**src/design/pssp_pkg.sv**
```systemverilog
// ----------------------------------------------------------------------------
// pssp_pkg
// Shared types and constants for the pot-speed step pulse generator.
// ----------------------------------------------------------------------------
package pssp_pkg;

    // Item codes
    typedef enum logic [1:0] {
        MODE_TICK  = 2'd0,
        MODE_SPEED = 2'd1,
        MODE_STOP  = 2'd2,
        MODE_NONE  = 2'd3
    } t_mode;

    // Configuration register indexes
    localparam logic [2:0] CFG_ADC_ZERO  = 3'd0;
    localparam logic [2:0] CFG_ADC_MAX   = 3'd1;
    localparam logic [2:0] CFG_RPM_MIN   = 3'd2;
    localparam logic [2:0] CFG_RPM_MAX   = 3'd3;
    localparam logic [2:0] CFG_TICK_RATE = 3'd4;
    localparam logic [2:0] CFG_STEPS_0   = 3'd5;
    localparam logic [2:0] CFG_STEPS_1   = 3'd6;
    localparam logic [2:0] CFG_STEPS_2   = 3'd7;

    localparam int CFG_DW = 24;

    // Divider widths
    localparam int DIV_NW = 28;   // dividend / quotient
    localparam int DIV_DW = 24;   // divisor / remainder
    localparam int DIV_CW = 5;    // step counter

    localparam logic [9:0]        ADC_FULL    = 10'd1023;
    localparam logic [DIV_DW-1:0] SEC_PER_MIN = DIV_DW'(60);
    localparam logic [15:0]       IV_SAT      = 16'hFFFF;

    // Sequencer states
    typedef enum logic [2:0] {
        S_IDLE,
        S_RPM,
        S_RPM_WAIT,
        S_FREQ,
        S_FREQ_WAIT,
        S_IV,
        S_IV_WAIT,
        S_WRITE
    } t_state;

    // Channel bank control
    typedef struct packed {
        logic        tick;
        logic        stop;
        logic        wr;
        logic [1:0]  idx;
        logic [15:0] iv;
    } t_chan_ctl;

endpackage

```
**src/design/pot_speed_step_pulse_generator.sv**
```systemverilog
// Tick, stop and unused items reach the output register in the cycle after the
// transaction; a speed item goes through S_RPM to S_WRITE outside the window and
// otherwise through up to three passes of one shared 28-step divider (rpm scaling,
// steps per second, tick interval), each with a wait state. Throughput: tick, stop
// and unused items one per cycle unless the output stalls; none during a speed item.
// Reset (synchronous, active low): registers to defaults, all motors stopped.
// ----------------------------------------------------------------------------
// pot_speed_step_pulse_generator
// Maps potentiometer samples to stepper step intervals and emits step pulses.
// ----------------------------------------------------------------------------
module pot_speed_step_pulse_generator
    import pssp_pkg::*;
#(
    parameter int MOTORS = 3
) (
    input  logic              i_clk,
    input  logic              i_rst_n,
    // configuration
    input  logic              i_cfg_we,
    input  logic [2:0]        i_cfg_idx,
    input  logic [CFG_DW-1:0] i_cfg_data,
    // input channel
    input  logic              i_valid,
    output logic              o_stall,
    input  logic [1:0]        i_mode,
    input  logic [1:0]        i_motor_index,
    input  logic [9:0]        i_adc_value,
    // output channel
    output logic              o_valid,
    input  logic              i_stall,
    output logic [2:0]        o_step_mask,
    output logic [15:0]       o_new_interval
);

    // configuration registers
    logic [9:0]  r_adc_zero;
    logic [10:0] r_adc_max;
    logic [11:0] r_rpm_min;
    logic [11:0] r_rpm_max;
    logic [23:0] r_tick_rate;
    logic [15:0] r_steps0;
    logic [15:0] r_steps1;
    logic [15:0] r_steps2;

    always_ff @(posedge i_clk) begin
        if (!i_rst_n) begin
            r_adc_zero  <= 10'd0;
            r_adc_max   <= 11'd1024;
            r_rpm_min   <= 12'd0;
            r_rpm_max   <= 12'd100;
            r_tick_rate <= 24'd20000;
            r_steps0    <= 16'd4000;
            r_steps1    <= 16'd4000;
            r_steps2    <= 16'd400;
        end else if (i_cfg_we) begin
            unique case (i_cfg_idx)
                CFG_ADC_ZERO:  r_adc_zero  <= i_cfg_data[9:0];
                CFG_ADC_MAX:   r_adc_max   <= i_cfg_data[10:0];
                CFG_RPM_MIN:   r_rpm_min   <= i_cfg_data[11:0];
                CFG_RPM_MAX:   r_rpm_max   <= i_cfg_data[11:0];
                CFG_TICK_RATE: r_tick_rate <= i_cfg_data[23:0];
                CFG_STEPS_0:   r_steps0    <= i_cfg_data[15:0];
                CFG_STEPS_1:   r_steps1    <= i_cfg_data[15:0];
                CFG_STEPS_2:   r_steps2    <= i_cfg_data[15:0];
                default: ;
            endcase
        end
    end

    t_state r_state, n_state;

    logic [1:0]  r_motor, n_motor;
    logic [9:0]  r_adc, n_adc;
    logic [11:0] r_rpm, n_rpm;
    logic [22:0] r_freq, n_freq;
    logic [15:0] r_iv, n_iv;

    logic        r_out_valid, n_out_valid;
    logic [2:0]  r_step_mask, n_step_mask;
    logic [15:0] r_new_iv, n_new_iv;

    logic              w_accept;
    logic              w_idle_ok;
    logic              w_div_start;
    logic [DIV_NW-1:0] w_div_num;
    logic [DIV_DW-1:0] w_div_den;
    logic              w_div_done;
    logic [DIV_NW-1:0] w_div_q;

    t_chan_ctl         w_ctl;
    logic [MOTORS-1:0] w_mask;
    logic [7:0]        w_mask8;

    // speed datapath
    logic        w_in_win;
    logic [11:0] w_hi;
    logic [9:0]  w_span;
    logic [9:0]  w_diff;
    logic [11:0] w_rng;
    logic [21:0] w_prod_rpm;
    logic [15:0] w_steps;
    logic [27:0] w_prod_freq;
    logic [24:0] w_num_iv;

    assign w_in_win    = (r_adc >= r_adc_zero) && ({1'b0, r_adc} < r_adc_max);
    assign w_hi        = (r_rpm_max < r_rpm_min) ? r_rpm_min : r_rpm_max;
    assign w_span      = ADC_FULL - r_adc_zero;
    assign w_diff      = r_adc - r_adc_zero;
    assign w_rng       = w_hi - r_rpm_min;
    assign w_prod_rpm  = {12'd0, w_diff} * {10'd0, w_rng};
    assign w_steps     = (r_motor == 2'd0) ? r_steps0 :
                         (r_motor == 2'd1) ? r_steps1 : r_steps2;
    assign w_prod_freq = {16'd0, r_rpm} * {12'd0, w_steps};
    assign w_num_iv    = {1'b0, r_tick_rate} + {3'd0, r_freq[22:1]};

    // output register must be free after this edge before a transaction
    assign w_idle_ok = (r_state == S_IDLE) && (!r_out_valid || !i_stall);
    assign o_stall   = !w_idle_ok;
    assign w_accept  = i_valid && w_idle_ok;

    assign w_mask8 = 8'(w_mask);

    always_comb begin
        n_state     = r_state;
        n_motor     = r_motor;
        n_adc       = r_adc;
        n_rpm       = r_rpm;
        n_freq      = r_freq;
        n_iv        = r_iv;
        n_out_valid = r_out_valid && i_stall;
        n_step_mask = r_step_mask;
        n_new_iv    = r_new_iv;
        w_div_start = 1'b0;
        w_div_num   = '0;
        w_div_den   = '0;
        w_ctl       = '0;

        unique case (r_state)
            S_IDLE: begin
                if (w_accept) begin
                    n_motor = i_motor_index;
                    n_adc   = i_adc_value;
                    if (t_mode'(i_mode) == MODE_SPEED && 32'(i_motor_index) < MOTORS) begin
                        n_state = S_RPM;
                    end else begin
                        w_ctl.tick  = (t_mode'(i_mode) == MODE_TICK);
                        w_ctl.stop  = (t_mode'(i_mode) == MODE_STOP);
                        n_out_valid = 1'b1;
                        n_step_mask = (t_mode'(i_mode) == MODE_TICK) ? w_mask8[2:0] : 3'd0;
                        n_new_iv    = 16'd0;
                    end
                end
            end
            S_RPM: begin
                if (!w_in_win) begin
                    n_iv    = 16'd0;
                    n_state = S_WRITE;
                end else if (w_span == 10'd0) begin
                    n_rpm   = r_rpm_min;
                    n_state = S_FREQ;
                end else begin
                    w_div_start = 1'b1;
                    w_div_num   = DIV_NW'(w_prod_rpm);
                    w_div_den   = DIV_DW'(w_span);
                    n_state     = S_RPM_WAIT;
                end
            end
            S_RPM_WAIT: begin
                if (w_div_done) begin
                    // quotient never exceeds the rpm range
                    n_rpm   = r_rpm_min + w_div_q[11:0];
                    n_state = S_FREQ;
                end
            end
            S_FREQ: begin
                w_div_start = 1'b1;
                w_div_num   = w_prod_freq;
                w_div_den   = SEC_PER_MIN;
                n_state     = S_FREQ_WAIT;
            end
            S_FREQ_WAIT: begin
                if (w_div_done) begin
                    n_freq  = w_div_q[22:0];
                    n_state = S_IV;
                end
            end
            S_IV: begin
                if (r_freq == 23'd0) begin
                    n_iv    = 16'd0;
                    n_state = S_WRITE;
                end else begin
                    w_div_start = 1'b1;
                    w_div_num   = DIV_NW'(w_num_iv);
                    w_div_den   = DIV_DW'(r_freq);
                    n_state     = S_IV_WAIT;
                end
            end
            S_IV_WAIT: begin
                if (w_div_done) begin
                    n_iv    = (w_div_q[DIV_NW-1:16] != '0) ? IV_SAT : w_div_q[15:0];
                    n_state = S_WRITE;
                end
            end
            S_WRITE: begin
                w_ctl.wr    = 1'b1;
                w_ctl.idx   = r_motor;
                w_ctl.iv    = r_iv;
                n_out_valid = 1'b1;
                n_step_mask = 3'd0;
                n_new_iv    = r_iv;
                n_state     = S_IDLE;
            end
            default: n_state = S_IDLE;
        endcase
    end

    always_ff @(posedge i_clk) begin
        if (!i_rst_n) begin
            r_state     <= S_IDLE;
            r_out_valid <= 1'b0;
        end else begin
            r_state     <= n_state;
            r_out_valid <= n_out_valid;
        end
    end

    always_ff @(posedge i_clk) begin
        r_motor     <= n_motor;
        r_adc       <= n_adc;
        r_rpm       <= n_rpm;
        r_freq      <= n_freq;
        r_iv        <= n_iv;
        r_step_mask <= n_step_mask;
        r_new_iv    <= n_new_iv;
    end

    pssp_div u_div (
        .i_clk      (i_clk),
        .i_rst_n    (i_rst_n),
        .i_start    (w_div_start),
        .i_dividend (w_div_num),
        .i_divisor  (w_div_den),
        .o_done     (w_div_done),
        .o_quotient (w_div_q)
    );

    pssp_chan #(
        .MOTORS (MOTORS)
    ) u_chan (
        .i_clk   (i_clk),
        .i_rst_n (i_rst_n),
        .i_ctl   (w_ctl),
        .o_mask  (w_mask)
    );

    assign o_valid        = r_out_valid;
    assign o_step_mask    = r_step_mask;
    assign o_new_interval = r_new_iv;

endmodule

```
**src/design/pssp_div.sv**
```systemverilog
// ----------------------------------------------------------------------------
// pssp_div
// Restoring shift-subtract divider, one quotient bit per cycle.
// ----------------------------------------------------------------------------
module pssp_div
    import pssp_pkg::*;
(
    input  logic              i_clk,
    input  logic              i_rst_n,
    input  logic              i_start,
    input  logic [DIV_NW-1:0] i_dividend,
    input  logic [DIV_DW-1:0] i_divisor,
    output logic              o_done,
    output logic [DIV_NW-1:0] o_quotient
);

    logic              r_busy;
    logic              r_done;
    logic [DIV_CW-1:0] r_cnt;
    logic [DIV_NW-1:0] r_num;
    logic [DIV_DW-1:0] r_div;
    logic [DIV_DW-1:0] r_rem;

    logic [DIV_DW:0]   w_trial;
    logic              w_ge;
    logic [DIV_DW:0]   w_diff;

    // remainder stays below the divisor, so the shifted trial fits DIV_DW+1 bits
    assign w_trial = {r_rem, r_num[DIV_NW-1]};
    assign w_ge    = (w_trial >= {1'b0, r_div});
    assign w_diff  = w_trial - {1'b0, r_div};

    always_ff @(posedge i_clk) begin
        if (!i_rst_n) begin
            r_busy <= 1'b0;
            r_done <= 1'b0;
            r_cnt  <= '0;
        end else begin
            r_done <= 1'b0;
            if (i_start) begin
                r_busy <= 1'b1;
                r_cnt  <= DIV_CW'(DIV_NW - 1);
            end else if (r_busy) begin
                r_cnt <= r_cnt - 1'b1;
                if (r_cnt == '0) begin
                    r_busy <= 1'b0;
                    r_done <= 1'b1;
                end
            end
        end
    end

    always_ff @(posedge i_clk) begin
        if (i_start) begin
            r_num <= i_dividend;
            r_div <= i_divisor;
            r_rem <= '0;
        end else if (r_busy) begin
            r_num <= {r_num[DIV_NW-2:0], w_ge};
            r_rem <= w_ge ? w_diff[DIV_DW-1:0] : w_trial[DIV_DW-1:0];
        end
    end

    assign o_done     = r_done;
    assign o_quotient = r_num;

endmodule

```
**src/design/pssp_chan.sv**
```systemverilog
// ----------------------------------------------------------------------------
// pssp_chan
// Per-motor interval store and tick counters; builds the step mask.
// ----------------------------------------------------------------------------
module pssp_chan
    import pssp_pkg::*;
#(
    parameter int MOTORS = 3
) (
    input  logic              i_clk,
    input  logic              i_rst_n,
    input  t_chan_ctl         i_ctl,
    output logic [MOTORS-1:0] o_mask
);

    logic [15:0] r_iv  [MOTORS];
    logic [15:0] r_cnt [MOTORS];
    logic [15:0] n_iv  [MOTORS];
    logic [15:0] n_cnt [MOTORS];
    logic [15:0] w_inc [MOTORS];

    always_comb begin
        for (int m = 0; m < MOTORS; m++) begin
            w_inc[m]  = r_cnt[m] + 16'd1;
            n_iv[m]   = r_iv[m];
            n_cnt[m]  = r_cnt[m];
            o_mask[m] = 1'b0;
            // stopped motor keeps its count and never steps
            if (i_ctl.tick && r_iv[m] != 16'd0) begin
                if (w_inc[m] >= r_iv[m]) begin
                    n_cnt[m]  = 16'd0;
                    o_mask[m] = 1'b1;
                end else begin
                    n_cnt[m] = w_inc[m];
                end
            end
            if (i_ctl.stop) begin
                n_iv[m] = 16'd0;
            end
            if (i_ctl.wr && 32'(i_ctl.idx) == 32'(m)) begin
                n_iv[m] = i_ctl.iv;
            end
        end
    end

    always_ff @(posedge i_clk) begin
        if (!i_rst_n) begin
            for (int m = 0; m < MOTORS; m++) begin
                r_iv[m]  <= 16'd0;
                r_cnt[m] <= 16'd0;
            end
        end else begin
            for (int m = 0; m < MOTORS; m++) begin
                r_iv[m]  <= n_iv[m];
                r_cnt[m] <= n_cnt[m];
            end
        end
    end

endmodule

```
**config.mk**
```make
export PLATFORM = sky130hd
export DESIGN_NAME = pot_speed_step_pulse_generator
export DESIGN_NICKNAME = d
export VERILOG_FILES = /design/src/design/pssp_pkg.sv /design/src/design/pot_speed_step_pulse_generator.sv /design/src/design/pssp_div.sv /design/src/design/pssp_chan.sv
export SDC_FILE = /design/constraint.sdc
export NUM_CORES = 2
export LEC_CHECK = 0
export BUFFER_PORTS_ARGS = -buffer_cell sky130_fd_sc_hd__buf_4
export CAP_MARGIN = 25
export CORE_MARGIN = 2
export CORE_UTILIZATION = 29
export DETAILED_ROUTE_END_ITERATION = 8
export PLACE_DENSITY = 0.44
export SLEW_MARGIN = 25
export SYNTH_ARGS = -nofsm -noshare
export SYNTH_HDL_FRONTEND = slang
export SYNTH_SLANG_ARGS = --single-unit
```
**constraint.sdc**
```tcl
create_clock -name i_clk -period 11.19 [get_ports i_clk]
set_input_delay 1.6785 -clock i_clk [delete_from_list [all_inputs] [get_ports i_clk]]
set_output_delay 1.6785 -clock i_clk [all_outputs]
set_load 0.02 [all_outputs]
```
; ---- Word-level counts from Yosys, hierarchy flattened
; Memories as Yosys holds them, arrays and structs flattened.
; Cells that the tools add are included.
[op_classes]
n_addsub = 10
n_mul = 2
div_mod_pow = 0
n_lt_le_gt_ge = 8
n_eq_ne = 29
n_shift = 0
n_mux = 82
n_bitwise = 8
n_reduce_logical = 47
[op_table]
columns = cell, count
row1 = 16-bit 2-to-1 mux, 26
row2 = 28-bit case mux with 3 select lines, 1
row3 = 23-bit case mux with 3 select lines, 1
row4 = 28-bit 2-to-1 mux, 2
row5 = 16-bit by 1-bit adder with 16-bit output (second input constant), 3
row6 = 16-bit greater-or-equal comparator, 3
row7 = 12-bit 2-to-1 mux, 4
row8 = 16-bit case mux with 3 select lines, 1
row9 = 16-bit nonzero test, 3
row10 = 22-bit 2-to-1 mux, 2
row11 = 16-bit case mux with 2 select lines, 1
row12 = 12-bit by 16-bit multiplier with 28-bit output, 1
row13 = 3-bit 2-to-1 mux, 9
row14 = 24-bit by 22-bit adder with 25-bit output, 1
row15 = 25-bit by 24-bit greater-or-equal comparator with 1-bit output, 1
row16 = 25-bit 2-to-1 mux, 1
row17 = 3-bit == test (second input constant), 8
row18 = 24-bit 2-to-1 mux, 1
row19 = 12-bit case mux with 2 select lines, 1
row20 = 3-bit case mux with 8 select lines, 1
row21 = 24-bit subtractor, 1
row22 = 23-bit logical NOT, 1
row23 = 23-bit 2-to-1 mux, 1
row24 = 10-bit by 12-bit multiplier with 22-bit output, 1
row25 = 41 further kinds, 111
[word_totals]
register_bits = 286
latch_bits = 0
ramBits = 96
rom_bits = 0
in_bits = 46
output_inout_bits = 21
memories = 2
[memory_table]
columns = name, words, width, read_ports, rd_clocked_by_memory_dff, wr, line_no
row1 = u_chan.r_cnt, 3, 16, 3, 0, 3, pssp_chan.sv:17  ; logic [15:0] r_cnt [MOTORS];
row2 = u_chan.r_iv, 3, 16, 3, 0, 3, pssp_chan.sv:16  ; logic [15:0] r_iv [MOTORS];

; ---- Longest topological paths before layout
[depth]
word_depth = 12
ltp_mapped = 37

; ---- Modules after synthesis
; From an unflattened synthesis, not the netlist that was laid out.
[hier_totals]
hier_cells = 3645
hier_area_um2 = 31799.2
[modules_own_cells]
columns = module, instances, cells_per_inst, area_per_inst_um2
row1 = pot_speed_step_pulse_generator, 1, 2457, 21276.7
row2 = pssp_chan, 1, 702, 5715.5
row3 = pssp_div, 1, 486, 4807.1

; ---- Worst setup path after synthesis
; OpenSTA, ideal clock, no wires.
[synth_path]
path_type = register -> register
startpoint = reg r_rpm_min[5]
endpoint = reg u_div.r_num[21], in the netlist u_div.o_quotient[21] (data pin)
arrival_ns = 8.324
path_slack_ns = 2.607
path_stages_with_launch = 36
period_less_slack_ns = 8.583
path_cell_list = dfxtp_1 > inv_1 > ha_1 > a21o_1 > a21o_1 > a2111oi_0 > o211ai_1 > nand2_1 > buf_2 > mux2_2 > ha_1 > nor2b_1 > o21ai_0 > a21boi_1 > o21ai_0 > a21oi_1 > nor2_1 > a311oi_2 > or2_2 > fa_1 > inv_1 > fa_1 > fa_1 > fa_1 > inv_1 > fa_1 > inv_1 > ha_1 > or3_1 > or3_1 > o21ai_0 > a21oi_1 > a21oi_1 > a21oi_1 > xnor2_1 > a211o_1
[synth_via]
elab_chain_cells = 8
[synth_lines]
columns = element, line_no
row1 = "start, declared", pot_speed_step_pulse_generator.sv:38  ; logic [11:0] r_rpm_min;
row2 = "start signal, assigned", pot_speed_step_pulse_generator.sv:59  ; CFG_RPM_MIN: r_rpm_min <= i_cfg_data[11:0];
row3 = 12-bit < comparator, pot_speed_step_pulse_generator.sv:106  ; assign w_hi = (r_rpm_max < r_rpm_min) ? r_rpm_min : r_rpm_max;
row4 = 12-bit 2-to-1 mux, pot_speed_step_pulse_generator.sv:106
row5 = 12-bit subtractor (*), pot_speed_step_pulse_generator.sv:109  ; assign w_rng = w_hi - r_rpm_min;
row6 = 10-bit by 12-bit multiplier with 22-bit output (*), pot_speed_step_pulse_generator.sv:110  ; assign w_prod_rpm = {12'd0, w_diff} * {10'd0, w_rng};
row7 = 22-bit 2-to-1 mux (*), pot_speed_step_pulse_generator.sv:158  ; end else if (w_span == 10'd0) begin
row8 = 22-bit 2-to-1 mux (*), pot_speed_step_pulse_generator.sv:155  ; if (!w_in_win) begin
row9 = 28-bit case mux with 3 select lines (*), pot_speed_step_pulse_generator.sv:138  ; unique case (r_state)
row10 = 28-bit 2-to-1 mux (*), pssp_div.sv:54  ; if (i_start) begin
row11 = "end signal, assigned", pssp_div.sv:55  ; r_num <= i_dividend;
row12 = "end signal, assigned", pssp_div.sv:59  ; r_num <= {r_num[DIV_NW-2:0], w_ge};
row13 = "end, declared", pssp_div.sv:20  ; logic [DIV_NW-1:0] r_num;
; Mark *: on every way between the ends. The rest lies on a longest branch, timed or not.
; A chain may end at the register's enable or synchronous reset.

; ---- Final worst setup path
; Same ends and word-level chain as after synthesis.

==> impl_results.md <==
- Mapped cell area: 31300 um2
- Die area: 110000 um2
- WP data required: 11550 ps
- CTS Hold Bufs: 0
- Psw: 3.71 mW
- WP buf/inv: 4
- Worst Reg-to-Reg Cells: 35
- Clock sinks: 381
- Synth Flop Type: dfxtp_1
- Worst EP arrival: 9830 ps
- Count of cell types in the netlist: 80
- Worst slew margin: 29.9%
- Num rows: 120
- Vias in the first global route: 24700
- R2R Path Start: r_rpm_min[5]
- Hold Path End: r_steps0[6]
- Clock share of power: 19.6%
- Most common library cells after synthesis: nand2_1 (623), inv_1 (364), ha_1 (274), dfxtp_1 (248), fa_1 (223)
- FFs w/ async S/R, synth: 0%
- Final Cycle Share: 84.6%
- Tot GR Track Use: 17.2%
- First-pass GRT wire length: 149 mm
- Synthesized flop and latch total: 381
- TritonCTS clock tree: done
- GRT Residual Overflow: 0
- Synthesized Nets: 4155
- CP dominant cell by count: fa_1
- Setup Skew: 25.7 ps
- I/O pins: 67
- Worst R2R Setup Slack: 1720 ps
- # diodes: 0
- Synthesis warning total: 0
- Vias: 24400
- Max Freq: 0.106 GHz
- Cell at the slowest stage of the critical path: a311oi_2
- RD Place Congestion: 0.884
- Die extent in x: 332 um
- # setup viols final: 0
- P_int: 4.31 mW
- Final Power: 8.02 mW
- Final Hold Viols: 0
- P_leak: 15.0 nW
- Die Span Y: 332 um
- Area Overhead vs Synth: 11.2%
- Min Tclk post-route: 9470 ps
- Cell family with most CP delay: adder cells
- Largest cells by area after synthesis: dfxtp_1 (16%), fa_1 (14%), edfxtp_1 (13%)
- Reg2reg end: u_div.o_quotient[21]
- Inserted Clock Buffers: 48
- Min Hold Slack: 451 ps
- Sequential Power Share: 20.0%
- Post-route ant nets: 0
- Hold_sp: r_steps0[6]
- Delay of the slowest critical-path stage: 650 ps
- Count of non-filler cells in the finished layout: 5044
- Unrepaired setup endpoints after global routing: false
- Crit. End Element: flip-flop
- Post-synth top area share: 15.9%
- Instance area at placement: 33200 um2
- Run status: complete, no violations
- Initial DRT Pass Iterations: 5
- Routed len/inst: 18.9 um
- Worst skew pair latency: 630 ps
- Setup Buffers After CTS: 0
- Placeable Area: 107000 um2
- Max IR drop VDD: 0.336 mV
- Cells on Worst Hold Path: 2
- Port Buffers: 66
- Final Max Tran Viols: 0
- Post-synthesis area per instance: 8.66 um2
- EDFF count, synth: 133
- DRC: 0
- Post-DP HPWL: 72.4 mm
- Share of layout cells above drive strength 1: 6.73%
- Yosys top cell by area: dfxtp_1
- Combinational share of power: 60.4%
- Nets: 4144
- Sw Ratio: 46.2%
- Worst Path Max Fanout: 11
- Worst min path class: reg2reg
- Clock transition at the registers of the reported paths: 60 ps
- Fin area: 34800 um2
- 1st-iter DRT viols: 1461
- Worst-Margin Slew: 1050 ps
- Largest net degree at the start of global routing: 77
- Post-Route WL: 95.4 mm
- Initial antenna violation count: 1
- CTS H-tree depth: 2
- Synth Instances: 3612
- Critical Path Source Type: flip-flop
- Most frequent cell after synthesis: nand2_1
- Clk root buf: clkbuf_16
- Max-Cap Viols: 0
- Worst setup path category: reg2reg
- Clk buf depth: 3
- Seq/Total Area, Yosys: 28.6%
- TNS Setup: 0 ps
- PD cells: 231 nW/um2
- Vias per cell: 4.84
- Placed Instances: 4954
- CTS resizes: 0
- Initial Util: 29.2%
layout make-up:
type,count,area [um2]
Fill cell,11400,72300
Multi-Input combinational cell,2698,20300
Sequential cell,381,8960
Tap cell,1403,1760
Inverter,364,1370
Clock buffer,69,1350
Timing Repair Buffer,108,811
Clock inverter,21,229
per-stage QoR:
| stage | util, % | setup WS, ps |
|---|---|---|
| after detailed placement | 31.0 | 1680 |
| after global routing | 32.5 | 1140 |
| final | 32.5 | 1720 |
| after floorplan | - | 2610 |
| after global placement | 31.0 | 1790 |
| after CTS | 32.5 | 1700 |
layer usage:
metal	routed length, um	global-route usage [%]
met5	0	0
met4	2110	4.19
met3	3930	2.20
met2	43500	28.1
met1	45900	24.0
worst min-delay path, stage by stage (launching register included):
cell and delay, ps:
dfxtp_1 310, nand2_1 50, a21oi_1 50
state kept, by name, indices dropped and copies added (netlist names), 11 cells and up:
signal and cells:
u_div.r_rem 24, u_div.o_quotient 28, r_tick_rate 24, u_div.r_div 23, r_steps0 16, r_iv 16
r_adc_max 11, u_chan.r_cnt 48, r_steps1 16, r_rpm_max 12, u_chan.r_iv 48, o_new_interval 16
r_steps2 16, r_freq 23, r_rpm_min 12, r_rpm 12
layout by cell type, fill, tap and decap left out, types with 34 or more instances in the layout:
cell type	Yosys	routed
a21o_1	55	55
nor3_1	38	36
buf_4	11	108
and3_1	34	34
inv_1	364	363
o21a_1	37	37
xnor2_1	87	86
and2_1	98	98
fa_1	223	223
o21ai_0	128	127
ha_1	274	274
xor2_1	105	103
nand2_1	623	623
a21oi_1	216	216
dfxtp_1	248	247
nand2b_1	39	39
edfxtp_1	133	133
a21boi_0	62	62
nand3_1	118	118
nor2_1	202	200
clkbuf_16	0	48
power by group through the flow:
| stage | Sequential [mW] | Clock [mW] | Combinational [mW] |
|---|---|---|---|
| after floorplan | 1.61 | 0 | 3.55 |
| after global placement | 1.63 | 0 | 4.89 |
| after detailed placement | 1.63 | 0 | 4.85 |
| after CTS | 1.60 | 1.63 | 4.90 |
| after global routing | 1.61 | 1.68 | 5.45 |
| final | 1.60 | 1.57 | 4.85 |
worst max path at each step:
stage / startpoint / to / slack, ps / depth (start not counted)
global route: r_rpm_min[5] / u_div.o_quotient[19] / 1140 / 35
detailed placement: r_rpm_min[5] / u_div.o_quotient[21] / 1680 / 35
floorplan: r_rpm_min[5] / u_div.o_quotient[21] / 2610 / 35
finish: r_rpm_min[5] / u_div.o_quotient[21] / 1720 / 35
global placement: r_rpm_min[5] / u_div.o_quotient[21] / 1790 / 34
CTS: r_rpm_min[5] / u_div.o_quotient[21] / 1700 / 35
kinds of logic (layout without fill, tap and decap cells):
kind of cell / after synthesis / count (layout) / share of synthesized area (%)
flops: 381 / 381 / 28.6
xor+xnor: 192 / 192 / 5.38
compound gates: 674 / 674 / 13.8
fa+ha+maj: 497 / 497 / 25.2
buf+inv: 533 / 562 / 6.66
mux: 39 / 39 / 1.30
simple gates: 1296 / 1296 / 19.0
(Power assumes the default switching activity.)
